**config.mk**
```make
export PLATFORM = sky130hd
export DESIGN_NAME = meter_frame_receiver
export DESIGN_NICKNAME = d
export VERILOG_FILES = /design/src/mfr_pkg.sv /design/src/mfr_front.sv /design/src/mfr_queue.sv /design/src/mfr_back.sv /design/src/meter_frame_receiver.sv
export SDC_FILE = /design/constraint.sdc
export NUM_CORES = 1
export LEC_CHECK = 0
export BUFFER_PORTS_ARGS = -buffer_cell sky130_fd_sc_hd__buf_2
export CORE_ASPECT_RATIO = 0.8
export CORE_MARGIN = 2
export CORE_UTILIZATION = 60
export CTS_CLUSTER_DIAMETER = 30
export DETAILED_ROUTE_END_ITERATION = 8
export HOLD_SLACK_MARGIN = 0.05
export PLACE_DENSITY = 0.82
export SLEW_MARGIN = 20
export SYNTH_ARGS = -nofsm -noshare
export SYNTH_HDL_FRONTEND = slang
export SYNTH_SLANG_ARGS = --single-unit
```
**constraint.sdc**
```tcl
create_clock -name clk -period 17.6 [get_ports clk]
set_clock_uncertainty 0.15 [all_clocks]
set_input_delay 1.76 -clock clk [delete_from_list [all_inputs] [get_ports clk]]
set_output_delay 1.76 -clock clk [all_outputs]
set_load 0.05 [all_outputs]
```
**src/mfr_pkg.sv**
```systemverilog
// Shared types and constants for the meter frame receiver.
// Holds payload structs, parser phases, result codes and register defaults.
// No dependencies.
`timescale 1ns / 1ps

package mfr_pkg;

	localparam int CFG_DATA_W = 32;
	localparam int CFG_IDX_W = 2;
	localparam int QUEUE_DEPTH = 2;

	// Configuration register indexes.
	localparam logic [CFG_IDX_W-1:0] REG_GAP_TIMEOUT = 2'd0;
	localparam logic [CFG_IDX_W-1:0] REG_START_CODE = 2'd1;
	localparam logic [CFG_IDX_W-1:0] REG_TYPE_CODE = 2'd2;
	localparam logic [CFG_IDX_W-1:0] REG_END_CODE = 2'd3;

	localparam logic [31:0] GAP_TIMEOUT_RST = 32'd50;
	localparam logic [7:0] START_CODE_RST = 8'h68;
	localparam logic [7:0] TYPE_CODE_RST = 8'h41;
	localparam logic [7:0] END_CODE_RST = 8'h16;

	// Length bytes that identify the reply kind.
	localparam logic [7:0] LEN_READ_LONG = 8'h24;
	localparam logic [7:0] LEN_READ_SHORT = 8'h02;
	localparam logic [7:0] LEN_CTRL_LONG = 8'h05;
	localparam logic [7:0] LEN_CTRL_SHORT = 8'h04;

	typedef enum logic [1:0] {
		ST_OK = 2'd0,
		ST_SUM_ERR = 2'd1,
		ST_UNKNOWN = 2'd2
	} status_t;

	typedef enum logic [1:0] {
		KIND_NONE = 2'd0,
		KIND_READ = 2'd1,
		KIND_CTRL = 2'd2
	} kind_t;

	typedef enum logic [3:0] {
		PH_HUNT = 4'd0,
		PH_TYPE = 4'd1,
		PH_ADDR0 = 4'd2,
		PH_ADDR1 = 4'd3,
		PH_ADDR2 = 4'd4,
		PH_ADDR3 = 4'd5,
		PH_EXT0 = 4'd6,
		PH_EXT1 = 4'd7,
		PH_FIELD = 4'd8,
		PH_CTRL = 4'd9,
		PH_LEN = 4'd10,
		PH_DATA = 4'd11,
		PH_SUM = 4'd12,
		PH_END = 4'd13
	} phase_t;

	typedef struct packed {
		logic [31:0] gap_timeout;
		logic [7:0] start_code;
		logic [7:0] type_code;
		logic [7:0] end_code;
	} cfg_t;

	typedef struct packed {
		logic [7:0] rx_byte;
		logic [31:0] tick_now;
	} rx_item_t;

	typedef struct packed {
		logic [1:0] frame_status;
		logic [1:0] frame_kind;
		logic [31:0] meter_address;
		logic [15:0] address_extension;
		logic [7:0] field_address;
		logic [7:0] control_code;
		logic [7:0] data_length;
	} res_item_t;

	// A closed frame as the parser hands it to the result stage.
	typedef struct packed {
		logic [7:0] sum;
		logic [7:0] checksum;
		logic [31:0] meter_address;
		logic [15:0] address_extension;
		logic [7:0] field_address;
		logic [7:0] control_code;
		logic [7:0] data_length;
	} frame_rec_t;

	typedef struct packed {
		logic push;
		logic pop;
	} q_ctl_t;

	typedef struct packed {
		logic full;
		logic empty;
	} q_stat_t;

endpackage

```
**src/mfr_front.sv**
```systemverilog
// Byte parser: gap timeout, frame phase tracking, header capture and checksum.
// Pushes one record per frame closed by a valid end code.
// Depends on mfr_pkg.
`timescale 1ns / 1ps

module mfr_front (
	input logic clk,
	input logic arst_n,
	input mfr_pkg::cfg_t cfg,
	input logic accept,
	input mfr_pkg::rx_item_t item,
	output logic push,
	output mfr_pkg::frame_rec_t rec
);

	mfr_pkg::phase_t phase_q, phase_d, cur_phase;
	logic [7:0] left_q, left_d, left_dec;
	logic [31:0] last_q, last_d, gap;
	logic timed_out;
	logic [7:0] sum_q, sum_d, chk_q, chk_d;
	logic [31:0] addr_q, addr_d;
	logic [15:0] ext_q, ext_d;
	logic [7:0] field_q, field_d, ctrl_q, ctrl_d, len_q, len_d;
	logic [7:0] b;

	assign b = item.rx_byte;
	assign gap = item.tick_now - last_q;
	assign timed_out = gap > cfg.gap_timeout;
	assign cur_phase = timed_out ? mfr_pkg::PH_HUNT : phase_q;
	assign left_dec = left_q - 8'd1;

	always_comb begin
		phase_d = phase_q;
		if (accept) begin
			unique case (cur_phase)
				mfr_pkg::PH_HUNT: phase_d = (b == cfg.start_code) ? mfr_pkg::PH_TYPE
					: mfr_pkg::PH_HUNT;
				mfr_pkg::PH_TYPE: phase_d = (b == cfg.type_code) ? mfr_pkg::PH_ADDR0
					: mfr_pkg::PH_TYPE;
				mfr_pkg::PH_ADDR0: phase_d = mfr_pkg::PH_ADDR1;
				mfr_pkg::PH_ADDR1: phase_d = mfr_pkg::PH_ADDR2;
				mfr_pkg::PH_ADDR2: phase_d = mfr_pkg::PH_ADDR3;
				mfr_pkg::PH_ADDR3: phase_d = mfr_pkg::PH_EXT0;
				mfr_pkg::PH_EXT0: phase_d = mfr_pkg::PH_EXT1;
				mfr_pkg::PH_EXT1: phase_d = mfr_pkg::PH_FIELD;
				mfr_pkg::PH_FIELD: phase_d = mfr_pkg::PH_CTRL;
				mfr_pkg::PH_CTRL: phase_d = mfr_pkg::PH_LEN;
				mfr_pkg::PH_LEN: phase_d = (b != 8'd0) ? mfr_pkg::PH_DATA : mfr_pkg::PH_SUM;
				mfr_pkg::PH_DATA: phase_d = (left_dec == 8'd0) ? mfr_pkg::PH_SUM
					: mfr_pkg::PH_DATA;
				mfr_pkg::PH_SUM: phase_d = mfr_pkg::PH_END;
				mfr_pkg::PH_END: phase_d = mfr_pkg::PH_HUNT;
				default: phase_d = mfr_pkg::PH_HUNT;
			endcase
		end
	end

	always_comb begin
		left_d = left_q;
		last_d = last_q;
		sum_d = sum_q;
		chk_d = chk_q;
		addr_d = addr_q;
		ext_d = ext_q;
		field_d = field_q;
		ctrl_d = ctrl_q;
		len_d = len_q;
		push = 1'b0;
		if (accept) begin
			unique case (cur_phase) inside
				mfr_pkg::PH_HUNT: begin
					if (b == cfg.start_code) begin
						sum_d = b;
						last_d = item.tick_now;
					end
				end
				mfr_pkg::PH_TYPE: begin
					if (b == cfg.type_code) begin
						sum_d = sum_q + b;
						last_d = item.tick_now;
					end
				end
				[mfr_pkg::PH_ADDR0:mfr_pkg::PH_ADDR3]: begin
					// First byte received ends up least significant.
					addr_d = {b, addr_q[31:8]};
					sum_d = sum_q + b;
					last_d = item.tick_now;
				end
				[mfr_pkg::PH_EXT0:mfr_pkg::PH_EXT1]: begin
					ext_d = {b, ext_q[15:8]};
					sum_d = sum_q + b;
					last_d = item.tick_now;
				end
				mfr_pkg::PH_FIELD: begin
					field_d = b;
					sum_d = sum_q + b;
					last_d = item.tick_now;
				end
				mfr_pkg::PH_CTRL: begin
					ctrl_d = b;
					sum_d = sum_q + b;
					last_d = item.tick_now;
				end
				mfr_pkg::PH_LEN: begin
					len_d = b;
					left_d = b;
					sum_d = sum_q + b;
					last_d = item.tick_now;
				end
				mfr_pkg::PH_DATA: begin
					left_d = left_dec;
					sum_d = sum_q + b;
					last_d = item.tick_now;
				end
				mfr_pkg::PH_SUM: begin
					chk_d = b;
					last_d = item.tick_now;
				end
				mfr_pkg::PH_END: begin
					last_d = item.tick_now;
					push = (b == cfg.end_code);
				end
				default: begin
				end
			endcase
		end
	end

	assign rec.sum = sum_q;
	assign rec.checksum = chk_q;
	assign rec.meter_address = addr_q;
	assign rec.address_extension = ext_q;
	assign rec.field_address = field_q;
	assign rec.control_code = ctrl_q;
	assign rec.data_length = len_q;

	always_ff @(posedge clk or negedge arst_n) begin
		if (!arst_n) begin
			phase_q <= mfr_pkg::PH_HUNT;
			left_q <= '0;
			last_q <= '0;
		end else begin
			phase_q <= phase_d;
			left_q <= left_d;
			last_q <= last_d;
		end
	end

	always_ff @(posedge clk) begin
		sum_q <= sum_d;
		chk_q <= chk_d;
		addr_q <= addr_d;
		ext_q <= ext_d;
		field_q <= field_d;
		ctrl_q <= ctrl_d;
		len_q <= len_d;
	end

endmodule

```
**src/mfr_queue.sv**
```systemverilog
// Short register queue of closed frame records between parser and result stage.
// Depends on mfr_pkg.
`timescale 1ns / 1ps

module mfr_queue #(
	parameter int DEPTH = mfr_pkg::QUEUE_DEPTH
) (
	input logic clk,
	input logic arst_n,
	input mfr_pkg::q_ctl_t ctl,
	input mfr_pkg::frame_rec_t wr_rec,
	output mfr_pkg::frame_rec_t rd_rec,
	output mfr_pkg::q_stat_t stat
);

	localparam int PTR_W = (DEPTH > 1) ? $clog2(DEPTH) : 1;
	localparam int CNT_W = $clog2(DEPTH + 1);
	localparam logic [PTR_W-1:0] PTR_LAST = PTR_W'(DEPTH - 1);
	localparam logic [CNT_W-1:0] CNT_FULL = CNT_W'(DEPTH);

	mfr_pkg::frame_rec_t entry_q [DEPTH];
	logic [PTR_W-1:0] wr_ptr_q, rd_ptr_q;
	logic [CNT_W-1:0] count_q;

	assign stat.full = (count_q == CNT_FULL);
	assign stat.empty = (count_q == '0);
	assign rd_rec = entry_q[rd_ptr_q];

	always_ff @(posedge clk or negedge arst_n) begin
		if (!arst_n) begin
			wr_ptr_q <= '0;
			rd_ptr_q <= '0;
			count_q <= '0;
		end else begin
			if (ctl.push) begin
				wr_ptr_q <= (wr_ptr_q == PTR_LAST) ? '0 : wr_ptr_q + 1'b1;
			end
			if (ctl.pop) begin
				rd_ptr_q <= (rd_ptr_q == PTR_LAST) ? '0 : rd_ptr_q + 1'b1;
			end
			if (ctl.push && !ctl.pop) begin
				count_q <= count_q + 1'b1;
			end else if (ctl.pop && !ctl.push) begin
				count_q <= count_q - 1'b1;
			end
		end
	end

	always_ff @(posedge clk) begin
		if (ctl.push) begin
			entry_q[wr_ptr_q] <= wr_rec;
		end
	end

	a_no_overflow: assert property (@(posedge clk) disable iff (!arst_n)
		ctl.push |-> !stat.full)
		else $error("frame queue written while full");

	a_no_underflow: assert property (@(posedge clk) disable iff (!arst_n)
		ctl.pop |-> !stat.empty)
		else $error("frame queue read while empty");

	a_count_bound: assert property (@(posedge clk) disable iff (!arst_n)
		count_q <= CNT_FULL)
		else $error("frame queue count beyond depth");

	a_count_track: assert property (@(posedge clk) disable iff (!arst_n)
		(ctl.push && !ctl.pop) |=> (count_q == $past(count_q) + 1'b1))
		else $error("frame queue count did not follow a lone write");

endmodule

```
**src/mfr_back.sv**
```systemverilog
// Result stage: classifies a closed frame and holds it in the output register.
// Depends on mfr_pkg.
`timescale 1ns / 1ps

module mfr_back (
	input logic clk,
	input logic arst_n,
	input mfr_pkg::frame_rec_t rec,
	input logic rec_avail,
	output logic pop,
	output logic res_valid,
	input logic res_stall,
	output mfr_pkg::res_item_t res_item
);

	logic res_valid_q;
	mfr_pkg::res_item_t res_q, res_d;
	mfr_pkg::status_t status;
	mfr_pkg::kind_t kind;

	always_comb begin
		if (rec.sum != rec.checksum) begin
			status = mfr_pkg::ST_SUM_ERR;
			kind = mfr_pkg::KIND_NONE;
		end else if (rec.data_length == mfr_pkg::LEN_READ_LONG
				|| rec.data_length == mfr_pkg::LEN_READ_SHORT) begin
			status = mfr_pkg::ST_OK;
			kind = mfr_pkg::KIND_READ;
		end else if (rec.data_length == mfr_pkg::LEN_CTRL_LONG
				|| rec.data_length == mfr_pkg::LEN_CTRL_SHORT) begin
			status = mfr_pkg::ST_OK;
			kind = mfr_pkg::KIND_CTRL;
		end else begin
			status = mfr_pkg::ST_UNKNOWN;
			kind = mfr_pkg::KIND_NONE;
		end
		res_d.frame_status = status;
		res_d.frame_kind = kind;
		res_d.meter_address = rec.meter_address;
		res_d.address_extension = rec.address_extension;
		res_d.field_address = rec.field_address;
		res_d.control_code = rec.control_code;
		res_d.data_length = rec.data_length;
	end

	// Load a new result whenever the register is empty or being drained.
	assign pop = rec_avail && (!res_valid_q || !res_stall);
	assign res_valid = res_valid_q;
	assign res_item = res_q;

	always_ff @(posedge clk or negedge arst_n) begin
		if (!arst_n) begin
			res_valid_q <= 1'b0;
		end else if (pop) begin
			res_valid_q <= 1'b1;
		end else if (!res_stall) begin
			res_valid_q <= 1'b0;
		end
	end

	always_ff @(posedge clk) begin
		if (pop) begin
			res_q <= res_d;
		end
	end

	a_ok_has_kind: assert property (@(posedge clk) disable iff (!arst_n)
		res_valid_q && (res_q.frame_status == mfr_pkg::ST_OK)
		|-> (res_q.frame_kind != mfr_pkg::KIND_NONE))
		else $error("ok result without a frame kind");

	a_err_no_kind: assert property (@(posedge clk) disable iff (!arst_n)
		res_valid_q && (res_q.frame_status != mfr_pkg::ST_OK)
		|-> (res_q.frame_kind == mfr_pkg::KIND_NONE))
		else $error("failed result carries a frame kind");

	a_load_sets_valid: assert property (@(posedge clk) disable iff (!arst_n)
		pop |=> res_valid_q)
		else $error("loaded result not presented");

endmodule

```
**src/meter_frame_receiver.sv**
```systemverilog
// Top level of the meter frame receiver: configuration registers, byte parser,
// frame queue and result stage. Depends on mfr_pkg, mfr_front, mfr_queue, mfr_back.
//
//   channel  direction  handshake              payload
//   rx       in         rx_valid / rx_stall    rx_item (rx_byte, tick_now)
//   res      out        res_valid / res_stall  res_item (status, kind, header)
//   cfg      in         cfg_we                 cfg_index, cfg_data
//
// One byte is taken per cycle while rx_stall is low; the parser settles each byte in
// the cycle it is taken. A frame result passes from its end byte through the queue,
// then the output register. rx_stall is high only while the frame queue is full, which
// takes a held-up result channel and QUEUE_DEPTH closed frames. Reset clears the parser,
// the queue and the output valid, and loads the register defaults.
`timescale 1ns / 1ps

module meter_frame_receiver #(
	parameter int QUEUE_DEPTH = mfr_pkg::QUEUE_DEPTH
) (
	input logic clk,
	input logic arst_n,
	input logic rx_valid,
	output logic rx_stall,
	input mfr_pkg::rx_item_t rx_item,
	output logic res_valid,
	input logic res_stall,
	output mfr_pkg::res_item_t res_item,
	input logic cfg_we,
	input logic [mfr_pkg::CFG_IDX_W-1:0] cfg_index,
	input logic [mfr_pkg::CFG_DATA_W-1:0] cfg_data
);

	mfr_pkg::cfg_t cfg_q;
	mfr_pkg::q_ctl_t q_ctl;
	mfr_pkg::q_stat_t q_stat;
	mfr_pkg::frame_rec_t front_rec, queue_rec;
	logic accept;
	logic push, pop;

	always_ff @(posedge clk or negedge arst_n) begin
		if (!arst_n) begin
			cfg_q.gap_timeout <= mfr_pkg::GAP_TIMEOUT_RST;
			cfg_q.start_code <= mfr_pkg::START_CODE_RST;
			cfg_q.type_code <= mfr_pkg::TYPE_CODE_RST;
			cfg_q.end_code <= mfr_pkg::END_CODE_RST;
		end else if (cfg_we) begin
			unique case (cfg_index)
				mfr_pkg::REG_GAP_TIMEOUT: cfg_q.gap_timeout <= cfg_data;
				mfr_pkg::REG_START_CODE: cfg_q.start_code <= cfg_data[7:0];
				mfr_pkg::REG_TYPE_CODE: cfg_q.type_code <= cfg_data[7:0];
				mfr_pkg::REG_END_CODE: cfg_q.end_code <= cfg_data[7:0];
				default: begin
				end
			endcase
		end
	end

	assign rx_stall = q_stat.full;
	assign accept = rx_valid && !rx_stall;
	assign q_ctl.push = push;
	assign q_ctl.pop = pop;

	mfr_front u_front (
		.clk(clk),
		.arst_n(arst_n),
		.cfg(cfg_q),
		.accept(accept),
		.item(rx_item),
		.push(push),
		.rec(front_rec)
	);

	mfr_queue #(
		.DEPTH(QUEUE_DEPTH)
	) u_queue (
		.clk(clk),
		.arst_n(arst_n),
		.ctl(q_ctl),
		.wr_rec(front_rec),
		.rd_rec(queue_rec),
		.stat(q_stat)
	);

	mfr_back u_back (
		.clk(clk),
		.arst_n(arst_n),
		.rec(queue_rec),
		.rec_avail(!q_stat.empty),
		.pop(pop),
		.res_valid(res_valid),
		.res_stall(res_stall),
		.res_item(res_item)
	);

endmodule
```
==> out/metrics.csv, run 1 <==
stage,metric,value,unit
critical_path,start_kind,input pin,
routing,drc_errors,0,
global_route,grt_pass1_vias,11360,
sta,rsz0062_at_grt,no,
clocking,cts-resized-gates,0,
critical_path,critPathMaxFanout,54,
critical_path,path_class,input pin to flip-flop,
clocking,cts_buffers,69,
logic_synthesis,async_flop_share,23.60,%
logic_synthesis,synth_common_cells,"340 x edfxtp_1, 107 x mux2_2, 94 x dfrtp_1",
logic_synthesis,ys_ff_latch,445,
floorplan,num_rows,58,
critical_path,regToRegSetupSlack,10.88,ns
clocking,cts.sinks,445,
sta,worst_pin_slew,1.140,ns
power,power_density,175.7,nW/um^2
floorplan,die_x,202.9,um
layout,fin_nets,1624,
layout,drive_above_1_share,29.84,%
logic_synthesis,synth_area_per_cell,14.98,um^2
sta,tns,0,ns
sta,holdWs,0.2568,ns
logic_synthesis,ys_warn_count,0,
layout,fin_cells,1945,
routing,drtIter0Drc,954,
sta,final_hold_viol_count,0,
layout,antenna_cells,0,
floorplan,ios,157,
status,outcome,"finished, final reports clean",
power,p_leak,8.899,nW
placed_design,gp_congestion,0.9002,
clocking,clk_pin_slew,0.06,ns
layout,syn_to_final_growth,19.27,%
logic_synthesis,ys_types,66,
global_route,grt.total_usage,25.28,%
routing,wirelength,40.95,mm
floorplan,die_h,163.1,um
sta,setup-violations-final,0,
power,p_total,0.003981,W
clocking,htreeDepth,3,
critical_path,cp-end-kind,flip-flop,
global_route,antenna_found_initial,1,
logic_synthesis,synth_top_area_cell,edfxtp_1,
job,maxCapViolations,0,
critical_path,critPathRequiredTime,17.62,ns
logic_synthesis,synth.top_cell.area_share,53.75,%
sta,fmax,130.0,MHz
routing,drt-pass1-iter-count,8,
clocking,cts_root_buf,clkbuf_16,
clocking,postCtsSetupBuffers,0,
sta,drv_slew,0,
floorplan,core_area,31280,um^2
logic_synthesis,synth_area_leaders,"edfxtp_1 54%, dfrtp_1 12%, mux2_2 6.3%",
floorplan,initial_utilization,60.73,%
placed_design,io_buffer_count,156,
worst_hold_path,holdCritPathClass,flip-flop to flip-flop,
logic_synthesis,synthesis.nets,1422,
floorplan,dieArea,33110,um^2
clocking,cts.path.max_buffers,3,
clocking,clk-insertion-delay-late,0.58,ns
global_route,grt.overflow.total,0,
global_route,grt_start_max_net_pins,77,
logic_synthesis,synth_edf_count,340,
routing,ant_nets,0,
logic_synthesis,yosys.cell_count.top_type,edfxtp_1,
routing,drt-vias-per-instance,5.771,
clocking,tritoncts,yes,
placed_design,dp_hpwl,23.86,mm
logic_synthesis,syn_area,18990,um^2
critical_path,worstPathArrival,7.72,ns
placed_design,place_inst,1819,
sta,fin_crit,7.693,ns
sta,fin_crit_sh,43.71,%
power,ir_drop,0.0001395,V
logic_synthesis,ys_seq_area_share,67.66,%
global_route,grt_pass1_wl,63.33,mm
logic_synthesis,synthCells,1268,
logic_synthesis,synth_ff_type,edfxtp_1,
routing,wire_per_inst,21.05,um
clocking,cts_hold_buffers,0,
routing,vias,11220,
sta,max_slew_margin,24.02,%
## power breakdown
| group | internal (W) | leakage (nW) | switching, W |
|---|---|---|---|
| registers | 0.00130 | 4.36 | 0.000107 |
| logic | 0.000460 | 3.38 | 0.000744 |
| clock network | 0.000851 | 1.15 | 0.000523 |
## metal layers
metal	GRT usage, %	vias up	share of wire, %
li1	-	5125	-
met1	34.47	5490	41
met2	39.74	504	48
met3	6.165	103	8.4
met4	9.788	2	2.9
met5	0	-	0.027
## flip-flops by register name, indices dropped and copies added, names as in the netlist
name / cells
u_queue.rd_ptr_q: 1
u_back.res_valid: 1
u_back.res_item: 76
u_queue.entry_q: 176
u_front.field_q: 8
u_front.ctrl_q: 8
u_front.phase_q: 4
cfg_q: 56
u_front.addr_q: 32
u_front.left_q: 8
u_front.chk_q: 8
u_queue.count_q: 2
u_front.sum_q: 8
u_queue.wr_ptr_q: 1
u_front.len_q: 8
u_front.last_q: 32
u_front.ext_q: 16
## critical path: stages
cell and delay (ns):
buf_2 0.11, inv_1 0.05, ha_1 0.16, inv_1 0.05, fa_1 0.42, a211oi_1 0.26
o21ai_0 0.26, o2111ai_1 0.30, a31oi_1 0.22, a21oi_1 0.38, o2111ai_1 0.17, o311ai_0 0.14
xnor2_1 0.16, ha_1 0.32, nand4_1 0.10, nor2_1 0.18, nand3_1 0.18, nor3_1 0.41
o21ai_1 0.34, nor3_1 0.46, and2_4 0.54, buf_4 0.70
## layout by cell type (no fill, tap or decap), types with 12 or more instances in the layout
cell type    n
a21o_1      21
a21oi_1     46
buf_2      155
buf_4       14
clkbuf_16   71
dfrtp_1     93
edfxtp_1   340
ha_1        73
inv_1       90
mux2_2     107
mux2_4      30
nand2_1     71
nand3_1     18
nand4_1     16
nor2_1      26
nor4_1      12
o21ai_0     60
xnor2_1     44
xor2_1      35
## cell families (layout without fill, tap and decap cells)
group / after synthesis / after routing / share of synthesized area, %
DFF: 445 / 445 / 67.66
AOI/OAI and AO/OA: 200 / 200 / 6.851
and+or+nand+nor: 197 / 197 / 5.112
muxes: 143 / 143 / 9.031
buffers and inverters: 129 / 386 / 2.688
xor gates and xnor gates: 79 / 79 / 3.643
adders and majority gates: 75 / 75 / 5.019
## stage by stage
step | setup slack [ns] | instance area [um^2] | utilization, %
after global routing | 9.386 | 22650 | 72.43
after CTS | 9.982 | 22650 | 72.43
after global placement | 9.578 | 20270 | 64.80
after floorplan | 3.045 | 18990 | -
final | 9.907 | 22650 | 72.43
after detailed placement | 9.474 | 20270 | 64.80
## cell type report
cell class | instances | area (um^2)
flip-flops and latches | 445 | 12850
fillers | 1811 | 8623
multi-input cells | 694 | 5663
clock buffers | 79 | 1847
repair buffers | 169 | 880.8
clock inverters | 47 | 540.5
well taps | 420 | 525.5
inverters | 91 | 342.8
## worst paths after layout
check	from	end	depth (start not counted)
setup / recovery	rx_item[0]	u_queue.entry_q[1][72]	22
hold / removal	u_front.chk_q[7]	u_queue.entry_q[1][79]	0
setup reg to reg	u_front.last_q[0]	u_queue.entry_q[1][72]	20
hold reg to reg	u_front.chk_q[7]	u_queue.entry_q[1][79]	0
max in group asynchronous	arst_n	u_queue.rd_ptr_q	2
min in group asynchronous	arst_n	u_front.last_q[31]	1
(Power assumes the default switching activity.)
==> run 2: changes to the inputs <==
--- a/config.mk
+++ b/config.mk
@@ -5,6 +5,7 @@
 export SDC_FILE = /design/constraint.sdc
 export NUM_CORES = 1
 export LEC_CHECK = 0
+export ABC_AREA = 1
 export BUFFER_PORTS_ARGS = -buffer_cell sky130_fd_sc_hd__buf_2
 export CORE_ASPECT_RATIO = 0.8
 export CORE_MARGIN = 2
==> constraint.sdc (replaced) <==
create_clock -name clk -period 7.9 [get_ports clk]
set_clock_uncertainty 0.15 [all_clocks]
set_input_delay 0.79 -clock clk [delete_from_list [all_inputs] [get_ports clk]]
set_output_delay 0.79 -clock clk [all_outputs]
set_load 0.05 [all_outputs]
==> run 2 against run 1 <==
Count of clock-buffer cells in the layout down 2. Register-to-register slack got worse by 9.1 ns. Sequential share of layout area is 0.17 points higher. Non-clock buffer count shrank 1. Worst setup slack worse by 8.1 ns. Critical path type is now flip-flop to flip-flop. First-iteration DRC count increased by 6.7%. Largest power group unchanged. Worst hold slack better by 0.022 ns. Combinational power rose to 2.7 times the previous value.
==> out/metrics.csv, run 2 <==
stage,metric,value,unit
critical_path,critPathRequiredTime,7.98,ns
logic_synthesis,synth_top_area_cell,edfxtp_1,
sta,worst_pin_slew,1.026,ns
clocking,clk_pin_slew,0.06,ns
layout,antenna_cells,0,
logic_synthesis,ys_warn_count,0,
sta,fin_crit_sh,77.57,%
routing,ant_nets,0,
global_route,grt_start_max_net_pins,89,
clocking,cts_hold_buffers,1,
critical_path,crit_path_top_delay_cell,nor2_4,
global_route,grt_pass1_wl,65.92,mm
layout,regMostFlops,u_queue.entry_q,
clocking,tritoncts,yes,
clocking,cts_buffers,67,
clocking,cts-resized-gates,0,
worst_hold_path,holdCritPathClass,flip-flop to flip-flop,
sta,setup-violations-final,0,
critical_path,worstPathArrival,6.21,ns
routing,drt-vias-per-instance,5.512,
layout,multi_input_area,5468,um^2
layout,fin_nets,1983,
clocking,cts.sinks,445,
routing,drtIter0Drc,1018,
sta,final_hold_viol_count,0,
routing,drt-pass1-iter-count,8,
layout,register_area,12850,um^2
critical_path,critPathTopFamily,simple AND/OR/NAND/NOR gates,
clocking,htreeDepth,3,
logic_synthesis,ys_ff_latch,445,
global_route,grt.overflow.total,0,
sta,tns,0,ns
layout,fillers,2020,
critical_path,start_kind,flip-flop,
logic_synthesis,ys_types,46,
placed_design,io_buffer_count,156,
critical_path,crit_buf_inv,4,
critical_path,path_class,flip-flop to flip-flop,
placed_design,dp_hpwl,26.38,mm
layout,drive_above_1_share,17.36,%
layout,final_area,22580,um^2
logic_synthesis,synthCells,1632,
routing,wirelength,42.33,mm
logic_synthesis,synth_edf_count,340,
layout,layout_commonest_cell,nand2_1,
logic_synthesis,syn_area,19060,um^2
critical_path,regToRegSetupSlack,1.77,ns
sta,max_slew_margin,31.62,%
floorplan,num_rows,58,
logic_synthesis,synth_ff_type,edfxtp_1,
logic_synthesis,synth.top_cell.area_share,53.57,%
floorplan,ios,157,
logic_synthesis,synth_area_per_cell,11.68,um^2
layout,largest_reg_flops,176,
job,maxCapViolations,0,
power,p_total,0.009406,W
sta,rsz0062_at_grt,no,
floorplan,core_area,31350,um^2
layout,syn_to_final_growth,18.47,%
critical_path,path_common_cell,nand2_1,
floorplan,die_h,163.4,um
power,p_leak,9.637,nW
sta,fmax,163.2,MHz
routing,vias,12700,
placed_design,gp_congestion,0.9783,
floorplan,initial_utilization,60.80,%
status,outcome,"finished, final reports clean",
critical_path,cp-end-kind,flip-flop,
floorplan,dieArea,33220,um^2
logic_synthesis,synth_common_cells,"433 x nand2_1, 340 x edfxtp_1, 145 x inv_1",
global_route,grt.total_usage,26.00,%
routing,wire_per_inst,18.37,um
clocking,cts_root_buf,clkbuf_16,
power,power_density,416.6,nW/um^2
global_route,antenna_found_initial,0,
logic_synthesis,ys_seq_area_share,67.43,%
clocking,postCtsSetupBuffers,0,
critical_path,critPathMaxFanout,65,
logic_synthesis,yosys.cell_count.top_type,nand2_1,
clocking,clk-insertion-delay-late,0.58,ns
logic_synthesis,synthesis.nets,1786,
routing,drc_errors,0,
sta,fin_crit,6.128,ns
logic_synthesis,synth_area_leaders,"edfxtp_1 54%, dfrtp_1 12%, nand2_1 8.5%",
power,ir_drop,0.0003138,V
floorplan,die_x,203.3,um
sta,drv_slew,0,
placed_design,place_area,20300,um^2
critical_path,slowest_delay,0.59,ns
logic_synthesis,async_flop_share,23.60,%
layout,mostFrequentLayoutCells,"433 x nand2_1, 340 x edfxtp_1, 155 x buf_2",
global_route,grt_pass1_vias,12470,
clocking,cts.path.max_buffers,3,
## run 2: cell count changes after synthesis, sizes merged, moves of 16 or more
cell   change
a21o      -16
a21oi     +33
inv       +60
mux2     -137
nand2    +369
nand3     +53
nor2      +59
o21ai     +22
## run 2: through the flow
stage	setup WS, ns	cells	hold slack [ns]	utilization (%)
global placement	1.569	2179	0.2718	64.77
global route	1.378	2304	0.2931	72.03
finish	1.772	2304	0.2788	72.03
floorplan	-0.5005	1632	0.2715	-
CTS	1.874	2304	0.2798	72.03
detailed placement	1.345	2179	0.2796	64.77
## run 2: layout make-up
class / count / share of cell area [%]
flip-flops and latches: 445 / 56.92
multi-input cells: 996 / 24.21
clock buffers: 77 / 7.774
repair buffers: 168 / 3.990
inverters: 151 / 2.516
well taps: 420 / 2.327
clock inverters: 47 / 2.261
## run 2: final timing paths
kind | depth (start not counted) | from | endpoint
max | 26 | u_front.last_q[0] | u_queue.entry_q[1][46]
min | 0 | u_front.ctrl_q[3] | u_queue.entry_q[1][11]
max reg2reg | 26 | u_front.last_q[0] | u_queue.entry_q[1][46]
min reg2reg | 0 | u_front.ctrl_q[3] | u_queue.entry_q[1][11]
max in group asynchronous | 3 | arst_n | cfg_q[16]
min in group asynchronous | 2 | arst_n | u_front.last_q[31]
## run 2: routing by layer
metal,part of all wire [%],vias to the layer above,track usage (%),routed length [um]
li1,-,5962,-,-
met1,42,6179,35.97,17950
met2,48,472,41.37,20150
met3,7.4,86,5.427,3130
met4,2.6,0,9.257,1096
met5,0,-,0,0
## run 2: kinds of logic after synthesis
family	share of synthesized area [%]
and+or+nand+nor	14.26
DFF	67.43
AOI/OAI and AO/OA	5.705
buffers and inverters	4.090
adders and majority gates	5.002
xor gates and xnor gates	3.309
muxes	0.2101
## run 2: worst register-to-register path, stage by stage (launching register included)
cell and delay (ns):
dfrtp_1 0.38, ha_1 0.18, inv_1 0.08, fa_1 0.21
nand3_1 0.08, nand2_1 0.12, nand3_1 0.10, nand2_1 0.17
a21o_1 0.20, a31oi_1 0.13, o21ai_0 0.56, a21oi_1 0.17
xnor2_1 0.17, ha_1 0.28, nand2_1 0.05, nor2_1 0.13
nand3b_1 0.11, nor3b_2 0.21, nand4_1 0.11, nand2_1 0.39
nand2_2 0.17, inv_2 0.11, nand2_1 0.12, nor2_2 0.22
inv_1 0.13, nor2_4 0.59, buf_12 0.42
## run 2: power breakdown
part | internal [W] | total, W | switching, W
Combinational | 0.000872 | 0.00320 | 0.00233
Sequential | 0.00308 | 0.00329 | 0.000205
Clock | 0.00180 | 0.00292 | 0.00112
